`src/rtl/waf_pkg.sv`:
```
// Package for the weight frame formatter: frame constants, queue entry type
// and small constant tables shared by the front, queue and back modules.
// No dependencies.
`timescale 1ns / 1ps

package waf_pkg;

	// Frame framing bytes and ASCII characters
	localparam logic [7:0] STX_BYTE   = 8'h02;
	localparam logic [7:0] ETX_BYTE   = 8'h03;
	localparam logic [7:0] CMD_BYTE   = 8'h41;
	localparam logic [7:0] ZERO_CHAR  = 8'h30;
	localparam logic [7:0] POINT_CHAR = 8'h2E;
	localparam logic [7:0] MINUS_CHAR = 8'h2D;

	// Saturation limits
	localparam logic signed [15:0] NEG_LIMIT = -16'sd999;
	localparam logic signed [15:0] POS_LIMIT = 16'sd9999;
	localparam logic [13:0] NEG_SAT_MAG = 14'd999;
	localparam logic [13:0] POS_SAT_MAG = 14'd9999;

	// Reciprocal constants for digit extraction
	localparam logic [27:0] RECIP_1000 = 28'd8389;   // / 2^23
	localparam logic [15:0] RECIP_100  = 16'd41;     // / 2^12
	localparam logic [14:0] RECIP_10   = 15'd205;    // / 2^11

	// Byte positions within a frame
	localparam int FRAME_LEN = 9;
	localparam logic [3:0] POS_STX   = 4'd0;
	localparam logic [3:0] POS_SID   = 4'd1;
	localparam logic [3:0] POS_CMD   = 4'd2;
	localparam logic [3:0] POS_CHAR0 = 4'd3;
	localparam logic [3:0] POS_ETX   = 4'(FRAME_LEN - 1);

	// Queue depth between front and back
	localparam int QDEPTH = 2;
	localparam int QPTR_W = $clog2(QDEPTH);
	localparam int QCNT_W = $clog2(QDEPTH + 1);

	// Decimal point settings
	localparam logic [1:0] DP_ONE = 2'd1;
	localparam logic [1:0] DP_TWO = 2'd2;

	// Configuration register indexes
	typedef enum logic [1:0] {
		REG_DECIMAL_PLACES = 2'd0,
		REG_STATION_ID     = 2'd1
	} cfg_reg_t;

	// One formatted frame waiting for transmission
	typedef struct packed {
		logic [7:0]      sid;
		logic [4:0][7:0] chars;
	} frame_entry_t;

	// Queue status seen by the back end
	typedef struct packed {
		logic         not_empty;
		frame_entry_t head;
	} queue_status_t;

	function automatic logic [13:0] times_1000(input logic [3:0] d);
		logic [13:0] r;
		case (d)
			4'd0: r = 14'd0;
			4'd1: r = 14'd1000;
			4'd2: r = 14'd2000;
			4'd3: r = 14'd3000;
			4'd4: r = 14'd4000;
			4'd5: r = 14'd5000;
			4'd6: r = 14'd6000;
			4'd7: r = 14'd7000;
			4'd8: r = 14'd8000;
			4'd9: r = 14'd9000;
			default: r = 14'd0;
		endcase
		return r;
	endfunction

	function automatic logic [9:0] times_100(input logic [3:0] d);
		logic [9:0] r;
		case (d)
			4'd0: r = 10'd0;
			4'd1: r = 10'd100;
			4'd2: r = 10'd200;
			4'd3: r = 10'd300;
			4'd4: r = 10'd400;
			4'd5: r = 10'd500;
			4'd6: r = 10'd600;
			4'd7: r = 10'd700;
			4'd8: r = 10'd800;
			4'd9: r = 10'd900;
			default: r = 10'd0;
		endcase
		return r;
	endfunction

	function automatic logic [6:0] times_10(input logic [3:0] d);
		logic [6:0] r;
		case (d)
			4'd0: r = 7'd0;
			4'd1: r = 7'd10;
			4'd2: r = 7'd20;
			4'd3: r = 7'd30;
			4'd4: r = 7'd40;
			4'd5: r = 7'd50;
			4'd6: r = 7'd60;
			4'd7: r = 7'd70;
			4'd8: r = 7'd80;
			4'd9: r = 7'd90;
			default: r = 7'd0;
		endcase
		return r;
	endfunction

	function automatic logic [7:0] digit_char(input logic [3:0] d);
		return ZERO_CHAR + {4'd0, d};
	endfunction

endpackage

```
`src/rtl/waf_front.sv`:
```
// Front end of the weight frame formatter: saturates the weight and splits
// it into decimal digits over three pipeline stages, then formats five chars.
// Depends on waf_pkg.
`timescale 1ns / 1ps

module waf_front import waf_pkg::*; (
	input  logic                clk,
	input  logic                arst_n,
	input  logic                accept,
	input  logic signed [15:0]  weight,
	input  logic [1:0]          decimal_places,
	input  logic [7:0]          station_id,
	output logic                push,
	output frame_entry_t        entry
);

	// Stage 1: sign and saturated magnitude
	logic        v_s1;
	logic        neg_s1;
	logic [13:0] mag_s1;
	logic [1:0]  dp_s1;
	logic [7:0]  sid_s1;

	// Stage 2: thousands digit and remainder
	logic        v_s2;
	logic        neg_s2;
	logic [3:0]  d3_s2;
	logic [9:0]  rem_s2;
	logic [1:0]  dp_s2;
	logic [7:0]  sid_s2;

	// Stage 3: hundreds digit and remainder
	logic        v_s3;
	logic        neg_s3;
	logic [3:0]  d3_s3;
	logic [3:0]  d2_s3;
	logic [6:0]  rem_s3;
	logic [1:0]  dp_s3;
	logic [7:0]  sid_s3;

	logic [13:0] mag_c;
	logic [27:0] prod1000;
	logic [3:0]  d3_c;
	logic [13:0] rem1000_c;
	logic [15:0] prod100;
	logic [3:0]  d2_c;
	logic [9:0]  rem100_c;
	logic [14:0] prod10;
	logic [3:0]  d1_c;
	logic [6:0]  rem10_c;
	logic [3:0]  d0_c;
	logic [4:0][7:0] chars_c;

	// Saturate the input magnitude
	always_comb begin
		if (weight[15]) begin
			if (weight < NEG_LIMIT) begin
				mag_c = NEG_SAT_MAG;
			end else begin
				mag_c = 14'(-weight);
			end
		end else if (weight > POS_LIMIT) begin
			mag_c = POS_SAT_MAG;
		end else begin
			mag_c = weight[13:0];
		end
	end

	// Thousands digit by reciprocal multiply
	assign prod1000  = {14'd0, mag_s1} * RECIP_1000;
	assign d3_c      = prod1000[26:23];
	assign rem1000_c = mag_s1 - times_1000(d3_c);

	// Hundreds digit
	assign prod100  = {6'd0, rem_s2} * RECIP_100;
	assign d2_c     = prod100[15:12];
	assign rem100_c = rem_s2 - times_100(d2_c);

	// Tens and units digits
	assign prod10  = {8'd0, rem_s3} * RECIP_10;
	assign d1_c    = prod10[14:11];
	assign rem10_c = rem_s3 - times_10(d1_c);
	assign d0_c    = rem10_c[3:0];

	// Build the five characters and place the decimal point
	always_comb begin
		chars_c[0] = neg_s3 ? MINUS_CHAR : digit_char(d3_s3);
		chars_c[1] = digit_char(d2_s3);
		chars_c[2] = digit_char(d1_c);
		chars_c[3] = digit_char(d0_c);
		chars_c[4] = POINT_CHAR;
		if (dp_s3 == DP_ONE) begin
			chars_c[3] = POINT_CHAR;
			chars_c[4] = digit_char(d0_c);
		end else if (dp_s3 == DP_TWO) begin
			chars_c[2] = POINT_CHAR;
			chars_c[3] = digit_char(d1_c);
			chars_c[4] = digit_char(d0_c);
		end
	end

	// Advance valid bits
	always_ff @(posedge clk or negedge arst_n) begin
		if (!arst_n) begin
			v_s1 <= 1'b0;
			v_s2 <= 1'b0;
			v_s3 <= 1'b0;
		end else begin
			v_s1 <= accept;
			v_s2 <= v_s1;
			v_s3 <= v_s2;
		end
	end

	// Advance payload
	always_ff @(posedge clk) begin
		if (accept) begin
			neg_s1 <= weight[15];
			mag_s1 <= mag_c;
			dp_s1  <= decimal_places;
			sid_s1 <= station_id;
		end
		if (v_s1) begin
			neg_s2 <= neg_s1;
			d3_s2  <= d3_c;
			rem_s2 <= rem1000_c[9:0];
			dp_s2  <= dp_s1;
			sid_s2 <= sid_s1;
		end
		if (v_s2) begin
			neg_s3 <= neg_s2;
			d3_s3  <= d3_s2;
			d2_s3  <= d2_c;
			rem_s3 <= rem100_c[6:0];
			dp_s3  <= dp_s2;
			sid_s3 <= sid_s2;
		end
	end

	assign push        = v_s3;
	assign entry.sid   = sid_s3;
	assign entry.chars = chars_c;

endmodule

```
`src/rtl/waf_queue.sv`:
```
// Short frame queue between the front and back ends of the formatter.
// Depends on waf_pkg.
`timescale 1ns / 1ps

module waf_queue import waf_pkg::*; (
	input  logic          clk,
	input  logic          arst_n,
	input  logic          push,
	input  frame_entry_t  push_entry,
	input  logic          pop,
	output queue_status_t status
);

	frame_entry_t       mem_q [QDEPTH];
	logic [QPTR_W-1:0]  wr_ptr_q;
	logic [QPTR_W-1:0]  rd_ptr_q;
	logic [QCNT_W-1:0]  cnt_q;

	// Advance pointers and count
	always_ff @(posedge clk or negedge arst_n) begin
		if (!arst_n) begin
			wr_ptr_q <= '0;
			rd_ptr_q <= '0;
			cnt_q    <= '0;
		end else begin
			if (push) begin
				wr_ptr_q <= (wr_ptr_q == QPTR_W'(QDEPTH - 1)) ? '0 : wr_ptr_q + 1'b1;
			end
			if (pop) begin
				rd_ptr_q <= (rd_ptr_q == QPTR_W'(QDEPTH - 1)) ? '0 : rd_ptr_q + 1'b1;
			end
			if (push && !pop) begin
				cnt_q <= cnt_q + 1'b1;
			end else if (pop && !push) begin
				cnt_q <= cnt_q - 1'b1;
			end
		end
	end

	// Hold entries
	always_ff @(posedge clk) begin
		if (push) begin
			mem_q[wr_ptr_q] <= push_entry;
		end
	end

	assign status.not_empty = (cnt_q != '0);
	assign status.head      = mem_q[rd_ptr_q];

endmodule

```
`src/rtl/waf_back.sv`:
```
// Back end of the formatter: takes one queued frame and sends its nine bytes,
// one per cycle. Depends on waf_pkg.
`timescale 1ns / 1ps

module waf_back import waf_pkg::*; (
	input  logic          clk,
	input  logic          arst_n,
	input  queue_status_t status,
	output logic          pop,
	output logic          byte_valid,
	output logic [7:0]    frame_byte,
	output logic          last_byte
);

	logic         active_q;
	logic [3:0]   idx_q;
	frame_entry_t frame_q;
	logic         at_end;
	logic [3:0]   char_pos;

	assign at_end = active_q && (idx_q == POS_ETX);
	assign pop    = status.not_empty && (!active_q || at_end);

	// Advance the byte counter, load the next frame when idle or at the end of each one
	always_ff @(posedge clk or negedge arst_n) begin
		if (!arst_n) begin
			active_q <= 1'b0;
			idx_q    <= '0;
		end else if (pop) begin
			active_q <= 1'b1;
			idx_q    <= POS_STX;
		end else if (at_end) begin
			active_q <= 1'b0;
			idx_q    <= '0;
		end else if (active_q) begin
			idx_q <= idx_q + 1'b1;
		end
	end

	// Hold the frame being sent
	always_ff @(posedge clk) begin
		if (pop) begin
			frame_q <= status.head;
		end
	end

	// Select the outgoing byte
	assign char_pos = idx_q - POS_CHAR0;
	always_comb begin
		case (idx_q)
			POS_STX: frame_byte = STX_BYTE;
			POS_SID: frame_byte = frame_q.sid;
			POS_CMD: frame_byte = CMD_BYTE;
			POS_ETX: frame_byte = ETX_BYTE;
			default: frame_byte = frame_q.chars[char_pos[2:0]];
		endcase
	end

	assign byte_valid = active_q;
	assign last_byte  = at_end;

endmodule

```
`src/rtl/weight_ascii_frame_formatter.sv`:
```
// Top level of the weight frame formatter: configuration registers, request
// credit tracking, and the front / queue / back instances. Depends on waf_pkg.
//
// Usage:
//   Input: drive weight and raise start; a request is taken at a rising edge
//   with start high and busy low. Up to two requests may be taken on
//   consecutive cycles; busy rises when two requests are in flight that the
//   back end has not yet begun to send.
//   Output: each request yields nine bytes, STX, station id, 'A', five
//   characters and ETX, on frame_byte with byte_valid high for one cycle
//   each; last_byte marks ETX. The receiver cannot stall the stream.
//   Order: a taken request passes the front pipeline and the queue before
//   the back end sends its first byte.
//   Frames follow each other with no gap; the one-byte output port sets
//   the sustained request rate.
//   Configuration: cfg_ready is always high; index 0 is decimal_places,
//   index 1 is station_id, other indexes are ignored. The values are sampled
//   when a request is taken.
//   Reset: arst_n clears all control state; decimal_places returns to 0 and
//   station_id to 57. No clearing pass is needed.
`timescale 1ns / 1ps

module weight_ascii_frame_formatter import waf_pkg::*; (
	input  logic               clk,
	input  logic               arst_n,
	input  logic               start,
	output logic               busy,
	input  logic signed [15:0] weight,
	input  logic               cfg_valid,
	output logic               cfg_ready,
	input  logic [1:0]         cfg_index,
	input  logic [7:0]         cfg_data,
	output logic               byte_valid,
	output logic [7:0]         frame_byte,
	output logic               last_byte
);

	logic [1:0]        decimal_places_q;
	logic [7:0]        station_id_q;
	logic [QCNT_W-1:0] credit_cnt_q;
	logic              accept;
	logic              push;
	logic              pop;
	frame_entry_t      push_entry;
	queue_status_t     qstatus;

	assign cfg_ready = 1'b1;
	assign accept    = start && !busy;
	assign busy      = (credit_cnt_q == QCNT_W'(QDEPTH));

	// Write configuration registers
	always_ff @(posedge clk or negedge arst_n) begin
		if (!arst_n) begin
			decimal_places_q <= 2'd0;
			station_id_q     <= 8'd57;
		end else if (cfg_valid && cfg_ready) begin
			unique case (cfg_index)
				REG_DECIMAL_PLACES: decimal_places_q <= cfg_data[1:0];
				REG_STATION_ID:     station_id_q     <= cfg_data;
				default: ;
			endcase
		end
	end

	// Track requests taken but not yet handed to the back end
	always_ff @(posedge clk or negedge arst_n) begin
		if (!arst_n) begin
			credit_cnt_q <= '0;
		end else if (accept && !pop) begin
			credit_cnt_q <= credit_cnt_q + 1'b1;
		end else if (pop && !accept) begin
			credit_cnt_q <= credit_cnt_q - 1'b1;
		end
	end

	waf_front u_front (
		.clk            (clk),
		.arst_n         (arst_n),
		.accept         (accept),
		.weight         (weight),
		.decimal_places (decimal_places_q),
		.station_id     (station_id_q),
		.push           (push),
		.entry          (push_entry)
	);

	waf_queue u_queue (
		.clk        (clk),
		.arst_n     (arst_n),
		.push       (push),
		.push_entry (push_entry),
		.pop        (pop),
		.status     (qstatus)
	);

	waf_back u_back (
		.clk        (clk),
		.arst_n     (arst_n),
		.status     (qstatus),
		.pop        (pop),
		.byte_valid (byte_valid),
		.frame_byte (frame_byte),
		.last_byte  (last_byte)
	);

	// Credits never exceed the queue depth
	a_credit_bound: assert property (@(posedge clk) disable iff (!arst_n)
		credit_cnt_q <= QCNT_W'(QDEPTH))
		else $error("request credit count above queue depth");

	// A frame is only started when a request is outstanding
	a_pop_has_credit: assert property (@(posedge clk) disable iff (!arst_n)
		pop |-> (credit_cnt_q != '0))
		else $error("frame started with no outstanding request");

	// The closing byte is ETX and is followed by STX or silence
	a_last_is_etx: assert property (@(posedge clk) disable iff (!arst_n)
		last_byte |-> (byte_valid && frame_byte == ETX_BYTE))
		else $error("last byte is not ETX");

	a_after_last: assert property (@(posedge clk) disable iff (!arst_n)
		last_byte |=> (!byte_valid || frame_byte == STX_BYTE))
		else $error("frame after ETX does not start with STX");

endmodule

```
`config.mk`:
```
export PLATFORM = sky130hd
export DESIGN_NAME = weight_ascii_frame_formatter
export DESIGN_NICKNAME = d
export VERILOG_FILES = /design/src/rtl/waf_pkg.sv /design/src/rtl/waf_front.sv /design/src/rtl/waf_queue.sv /design/src/rtl/waf_back.sv /design/src/rtl/weight_ascii_frame_formatter.sv
export SDC_FILE = /design/constraint.sdc
export NUM_CORES = 1
export LEC_CHECK = 0
export ABC_CLOCK_PERIOD_IN_PS = 17800
export BUFFER_PORTS_ARGS = -buffer_cell sky130_fd_sc_hd__buf_4
export CAP_MARGIN = 20
export CELL_PAD_IN_SITES_DETAIL_PLACEMENT = 1
export CELL_PAD_IN_SITES_GLOBAL_PLACEMENT = 2
export CORE_MARGIN = 2
export CORE_UTILIZATION = 45
export DETAILED_ROUTE_END_ITERATION = 16
export PLACE_DENSITY = 0.82
export SLEW_MARGIN = 20
export SYNTH_ARGS = -nofsm -noshare
export SYNTH_HDL_FRONTEND = slang
export SYNTH_HIERARCHICAL = 1
export SYNTH_SLANG_ARGS = --single-unit
```
`constraint.sdc`:
```
create_clock -name clk -period 17.8 [get_ports clk]
set_input_delay 0.89 -clock clk [delete_from_list [all_inputs] [get_ports clk]]
set_output_delay 0.89 -clock clk [all_outputs]
set_load 0.02 [all_outputs]
```
**Word level (Yosys, flattened, before mapping)**

Memories as Yosys holds them, arrays and structs flattened. A register that Yosys moved wholly into a read port is not among the register bits.
Cells that the tools add are included.
W data, S select, Z words.

- Add/subtract/negate cells: 16
- Multiply operators: 3
- Magnitude comparators: 3
- Eq/ne operators: 7
- Mux-type cells: 23
- Reduce and logical (&&, ||, !) cells: 22

Operators with widths:

| operator | count |
|---|---|
| $mux W14 | 3 |
| $pmux W8 S4 | 1 |
| $add A6 B4 Y7 const A | 4 |
| $mul A14 B14 Y27 const B | 1 |
| $bmux W8 S3 | 1 |
| $mux W24 | 1 |
| $mux W8 | 3 |
| $gt A16 B15 Y1 const B | 1 |
| $lt A16 B11 Y1 const B | 1 |
| $mul A10 B6 Y16 const B | 1 |
| $mux W16 | 1 |
| $mul A7 B8 Y15 const B | 1 |
| $neg A14 Y14 | 1 |
| $mux W4 | 3 |
| $sub A10 B10 Y10 | 1 |
| $mux W2 | 4 |
| $reduce_bool A2 Y1 | 4 |
| $logic_and A1 B1 Y1 | 7 |
| $sub A7 B7 Y7 | 1 |
| $mux W1 | 6 |
| $logic_not A1 Y1 | 5 |
| $add A2 B1 Y2 const B | 2 |
| $add A4 B1 Y4 const B | 1 |
| $eq A2 B1 Y1 const B | 2 |
| 14 further kinds | 18 |

- Bits in registers: 108
- Bits in writable memories: 94
- Bits in read-only memories: 400
- Input bits: 30
- Output and inout port bits: 12
- Word-level logic and storage cells: 105
- Memories kept: 4

Memories:

| memory | depth | bits a word | rd ports | clocked after Yosys merged registers in | wr ports | RTL line | source |
|---|---|---|---|---|---|---|---|
| (no name shown) | 16 | 11 | 1 | 0 | 0 | waf_pkg.sv:64 | `case (d)` |
| (no name shown) | 16 | 8 | 1 | 0 | 0 | waf_pkg.sv:82 | `case (d)` |
| (no name shown) | 16 | 6 | 1 | 0 | 0 | waf_pkg.sv:100 | `case (d)` |
| u_queue.mem_q | 2 | 47 | 1 | 1 | 1 | waf_queue.sv:14 | `frame_entry_t mem_q [QDEPTH];` |

**Logic depth before layout (Yosys ltp)**

- Word-level depth: 7
- Gate-level depth with buffers: 30
- Gate-level depth less buffers: 29

**By module**

The synthesis kept the hierarchy.

Modules (own cells, without submodules):

| module | instances | cells each | area an instance (um^2) | sequential area each (um^2) |
|---|---|---|---|---|
| waf_front | 1 | 758 | 7987.7 | 2357.3 |
| waf_queue | 1 | 164 | 3692.3 | 2982.9 |
| waf_back | 1 | 122 | 2208.4 | 1566.5 |
| weight_ascii_frame_formatter | 1 | 34 | 550.5 | 305.3 |

**Least setup slack after synthesis**

No wires, ideal clock.

- Path type: register to register
- Start point: register u_front.mag_s1[8]
- End point: register u_front.rem_s2[9] (data pin)
- Setup time: 261 ps
- Arrival: 6182 ps
- Required time: 17539 ps
- Setup slack: 11357 ps
- Stages on the path, launching flop included: 27
- Path buffers: 0
- Clock period less this slack: 6443 ps
- Cell sequence: edfxtp_1 > ha_1 > ha_1 > ha_1 > inv_1 > fa_1 > inv_1 > fa_1 > ha_1 > ha_1 > and4_1 > a41o_1 > a21oi_1 > a21oi_2 > a21oi_2 > xor2_1 > ha_1 > nor2_1 > a211o_1 > a221oi_1 > a2bb2oi_1 > ha_1 > a21oi_1 > o21bai_1 > a21oi_1 > xnor2_1 > xnor2_1

- Longest elaborated chain between the ends: 3

RTL lines:

| item | RTL line | source |
|---|---|---|
| start: declaration | waf_front.sv:20 | `logic [13:0] mag_s1;` |
| start signal: assignment | waf_front.sv:119 | `mag_s1 <= mag_c;` |
| $mul A14 B14 Y27 | waf_front.sv:70 | `assign prod1000 = {14'd0, mag_s1} * RECIP_1000;` |
| $mem_v2 Z16 W11 | n/a |  |
| $sub A10 B10 Y10 * | waf_front.sv:72 | `assign rem1000_c = mag_s1 - times_1000(d3_c);` |
| named net u_front.rem1000_c[9] | waf_front.sv:44 | `logic [13:0] rem1000_c;` |
| end signal: assignment | waf_front.sv:126 | `rem_s2 <= rem1000_c[9:0];` |
| end: declaration | waf_front.sv:28 | `logic [9:0] rem_s2;` |

The timed path passes the listed nets; every way through them passes the cells marked *.
A chain may end at the register's enable or synchronous reset.

**Final worst setup path**

- Start point: register u_front.mag_s1[4]
- End point: register u_front.rem_s2[9] (data pin)

Same word-level chain as after synthesis.

==> insert_results.sql <==
INSERT INTO impl_metrics (metric_group, metric, value, unit) VALUES
('synth', 'synth.ff_latch_count', '244', ''),
('worst_setup_path', 'worstPathRequired', '18080', 'ps'),
('synth', 'mappedNetlistArea', '0.01444', 'sq mm'),
('synth', 'netlist_top_cells_area', 'sky130_fd_sc_hd__edfxtp_1, sky130_fd_sc_hd__ha_1, sky130_fd_sc_hd__fa_1', ''),
('worst_setup_path', 'start_kind', 'flip-flop', ''),
('grt', 'maximum_number_of_pins_on_one_net_before_global_route_repair', '52', ''),
('die', 'rows', '65', ''),
('timing', 'min_period_over_period', '0.4008', ''),
('cells_and_area', 'drive_gt1_frac', '0.1749', ''),
('cells_and_area', 'layout.cells.non_filler', '1551', ''),
('timing', 'fin_tns_setup', '0', 'ps'),
('synth', 'synthTopCellsByCount', 'sky130_fd_sc_hd__edfxtp_1, sky130_fd_sc_hd__ha_1, sky130_fd_sc_hd__inv_1, sky130_fd_sc_hd__mux2_2, sky130_fd_sc_hd__nand2_1', ''),
('hold_path', 'holdCritPathClass', 'in2async', ''),
('clocking', 'clkTransAtPathRegs', '70', 'ps'),
('synth', 'netlist-cell-type-count', '86', ''),
('route', 'detail_route.vias_per_cell', '5.340', ''),
('timing', 'slew_violations', '0', ''),
('die', 'ports_placed_on_the_boundary', '42', ''),
('worst_setup_path', 'setup.reg_to_reg.worst_slack', '10670', 'ps'),
('route', 'detail_route.iter0.violations', '364', ''),
('timing', 'max_freq', '140.2', 'MHz'),
('die', 'die_area', '0.03353', 'sq mm'),
('cells_and_area', 'antennaDiodeCount', '0', ''),
('timing', 'rsz0062_at_grt', 'false', ''),
('die', 'initial_utilization', '0.4576', ''),
('cells_and_area', 'utilization', '0.5047', ''),
('clocking', 'worstSkewPairLatency', '530', 'ps'),
('synth', 'syn-instance-count', '1078', ''),
('clocking', 'postCtsResizedCells', '0', ''),
('timing', 'tightest_slew', '894.1', 'ps'),
('cells_and_area', 'fill_cells', '3202', ''),
('timing', 'whs', '264.2', 'ps'),
('grt', 'via_count_of_the_first_global_routing_pass', '8968', ''),
('route', 'final_antenna_net_count', '0', ''),
('placed_design', 'io_buffer_count', '40', ''),
('clocking', 'tritoncts_clock_tree', 'yes', ''),
('timing', 'final-hold-violation-count', '0', ''),
('route', 'drt_pre_antenna_iters', '4', ''),
('synth', 'yosysSeqAreaShare', '0.4995', ''),
('route', 'via_count', '8283', ''),
('clocking', 'clk_path_buf_depth', '3', ''),
('placed_design', 'post_placement_cell_count', '1504', ''),
('placed_design', 'detailedPlacementHpwl', '21.50', 'mm'),
('synth', 'number_of_synthesized_flops_with_an_enable_pin', '220', ''),
('synth', 'cell_accounting_for_the_most_synthesized_area', 'sky130_fd_sc_hd__edfxtp_1', ''),
('worst_setup_path', 'criticalPathCategory', 'reg2reg', ''),
('route', 'routed_wirelength', '29.21', 'mm'),
('grt', 'grt_antenna_before_repair', '0', ''),
('worst_setup_path', 'end_kind', 'flip-flop', ''),
('timing', 'finalCriticalPeriod', '7134', 'ps'),
('cells_and_area', 'area_growth', '10.30', '%'),
('route', 'drcViolationCount', '0', ''),
('grt', 'globalRoute.totalOverflow', '0', ''),
('synth', 'async_reset_ff_frac', '0.09836', ''),
('worst_setup_path', 'largest_incremental_delay_on_the_critical_path', '600', 'ps'),
('clocking', 'number_of_buffers_inserted_by_hold_repair_at_cts', '0', ''),
('die', 'core_area', '0.03156', 'sq mm'),
('die', 'die-width', '183.1', 'microns'),
('clocking', 'clock_sinks', '244', ''),
('die', 'vertical_die_dimension', '183.1', 'microns'),
('clocking', 'cts_root_buf', 'sky130_fd_sc_hd__clkbuf_16', ''),
('grt', 'groute.usage.overall', '0.1777', ''),
('route', 'post_drt_wl_per_cell', '18.84', 'microns'),
('run_status', 'status', 'finished, final reports clean', ''),
('clocking', 'htree_levels', '1', ''),
('synth', 'syn-mean-instance-area', '13.39', 'sq um'),
('clocking', 'tritoncts.num_buffers', '25', ''),
('worst_setup_path', 'path_common_cell', 'sky130_fd_sc_hd__ha_1', ''),
('cells_and_area', 'finish.net_count', '1383', ''),
('timing', 'worst_clock_skew', '10.69', 'ps'),
('placed_design', 'routabilityCongestion', '0.7769', '');
state kept, by name (all words and copies together), names as in the netlist, 2 cells and up:
name and count:
u_back/frame_q 48, u_front/d2_s3 4, u_front/dp_s3 2, u_front/rem_s2 10, u_front/dp_s2 2, u_front/rem_s3 7, u_front/d3_s2 4, u_queue/cnt_q 2
u_front/dp_s1 2, u_queue/mem_q 96, u_back/idx_q 4, decimal_places_q 2, station_id_q 8, credit_cnt_q 2, u_front/sid_s1 8, u_front/mag_s1 14
u_front/sid_s2 8, u_front/sid_s3 8, u_front/d3_s3 4
layer usage:
metal / wire [microns] / GRT usage / part of all wire
met3: 656 / 0.02025 / 0.022
met2: 15470 / 0.3362 / 0.53
met5: 0 / 0 / 0
met1: 12680 / 0.2199 / 0.43
met4: 404 / 0.03168 / 0.014
stage by stage:
stage	area [sq um]	setup WS, ps
6_report	15930	10670
3_5_place_dp	15100	10630
2_1_floorplan	14490	11360
4_1_cts	15900	10580
3_3_place_gp	15100	10950
5_1_grt	15930	10230
kinds of logic after synthesis:
family	count (synthesis)	synth area share
AO/OA/AOI/OAI	152	0.07565
other	3	0.0007798
multiplexers	76	0.07106
XOR/XNOR	33	0.02054
flip-flops	244	0.4995
AND/OR/NAND/NOR	178	0.06811
adder cells (fa/ha/maj)	223	0.2120
buffers and inverters	169	0.05243
worst paths after layout:
path	end	depth (start not counted)	startpoint
worst max-delay path	u_front/rem_s2[9]	26	u_front/mag_s1[4]
min in group clk	u_front/sid_s3[6]	0	u_front/sid_s2[6]
worst max register to register	u_front/rem_s2[9]	26	u_front/mag_s1[4]
worst min-delay path	u_back/byte_valid	1	arst_n
max in group asynchronous	station_id_q[3]	1	arst_n
worst min register to register	u_front/sid_s3[6]	0	u_front/sid_s2[6]
cell type report:
class / count / area, sq um / area share
Clock inverter: 14 / 100.1 / 0.006285
Sequential cell: 244 / 7214 / 0.4530
Multi-Input combinational cell: 679 / 6535 / 0.4103
Clock buffer: 32 / 701.9 / 0.04407
Tap cell: 402 / 503.0 / 0.03158
Inverter: 133 / 499.2 / 0.03135
Timing Repair Buffer: 47 / 372.9 / 0.02341
worst max-delay path, delay by kind of cell, from the launching register on:
family | cells | cell delay [ps]
and+or+nand+nor | 2 | 310
AOI/OAI and AO/OA | 10 | 2150
DFF | 1 | 600
xor gates and xnor gates | 3 | 660
adders and majority gates | 9 | 3050
buffers and inverters | 2 | 110
cells in the final DEF (no fill, tap or decap), drive strengths merged, types with 10 or more instances in the layout:
master and count:
edfxtp 220, ha 187, inv 135, mux2 60, buf 47, a21oi 40, nor2 38, nand2 37
fa 36, clkbuf 32, o21ai 27, dfrtp 20, a21o 19, conb 17, xor2 17, xnor2 16
nor2b 14, nor3 12, nand3 12, and2 11, or2 10, clkinv 10
Power is left out: the tool's default activity adds up to more than one toggle a clock period on the data nets, which glitch-free logic cannot reach.
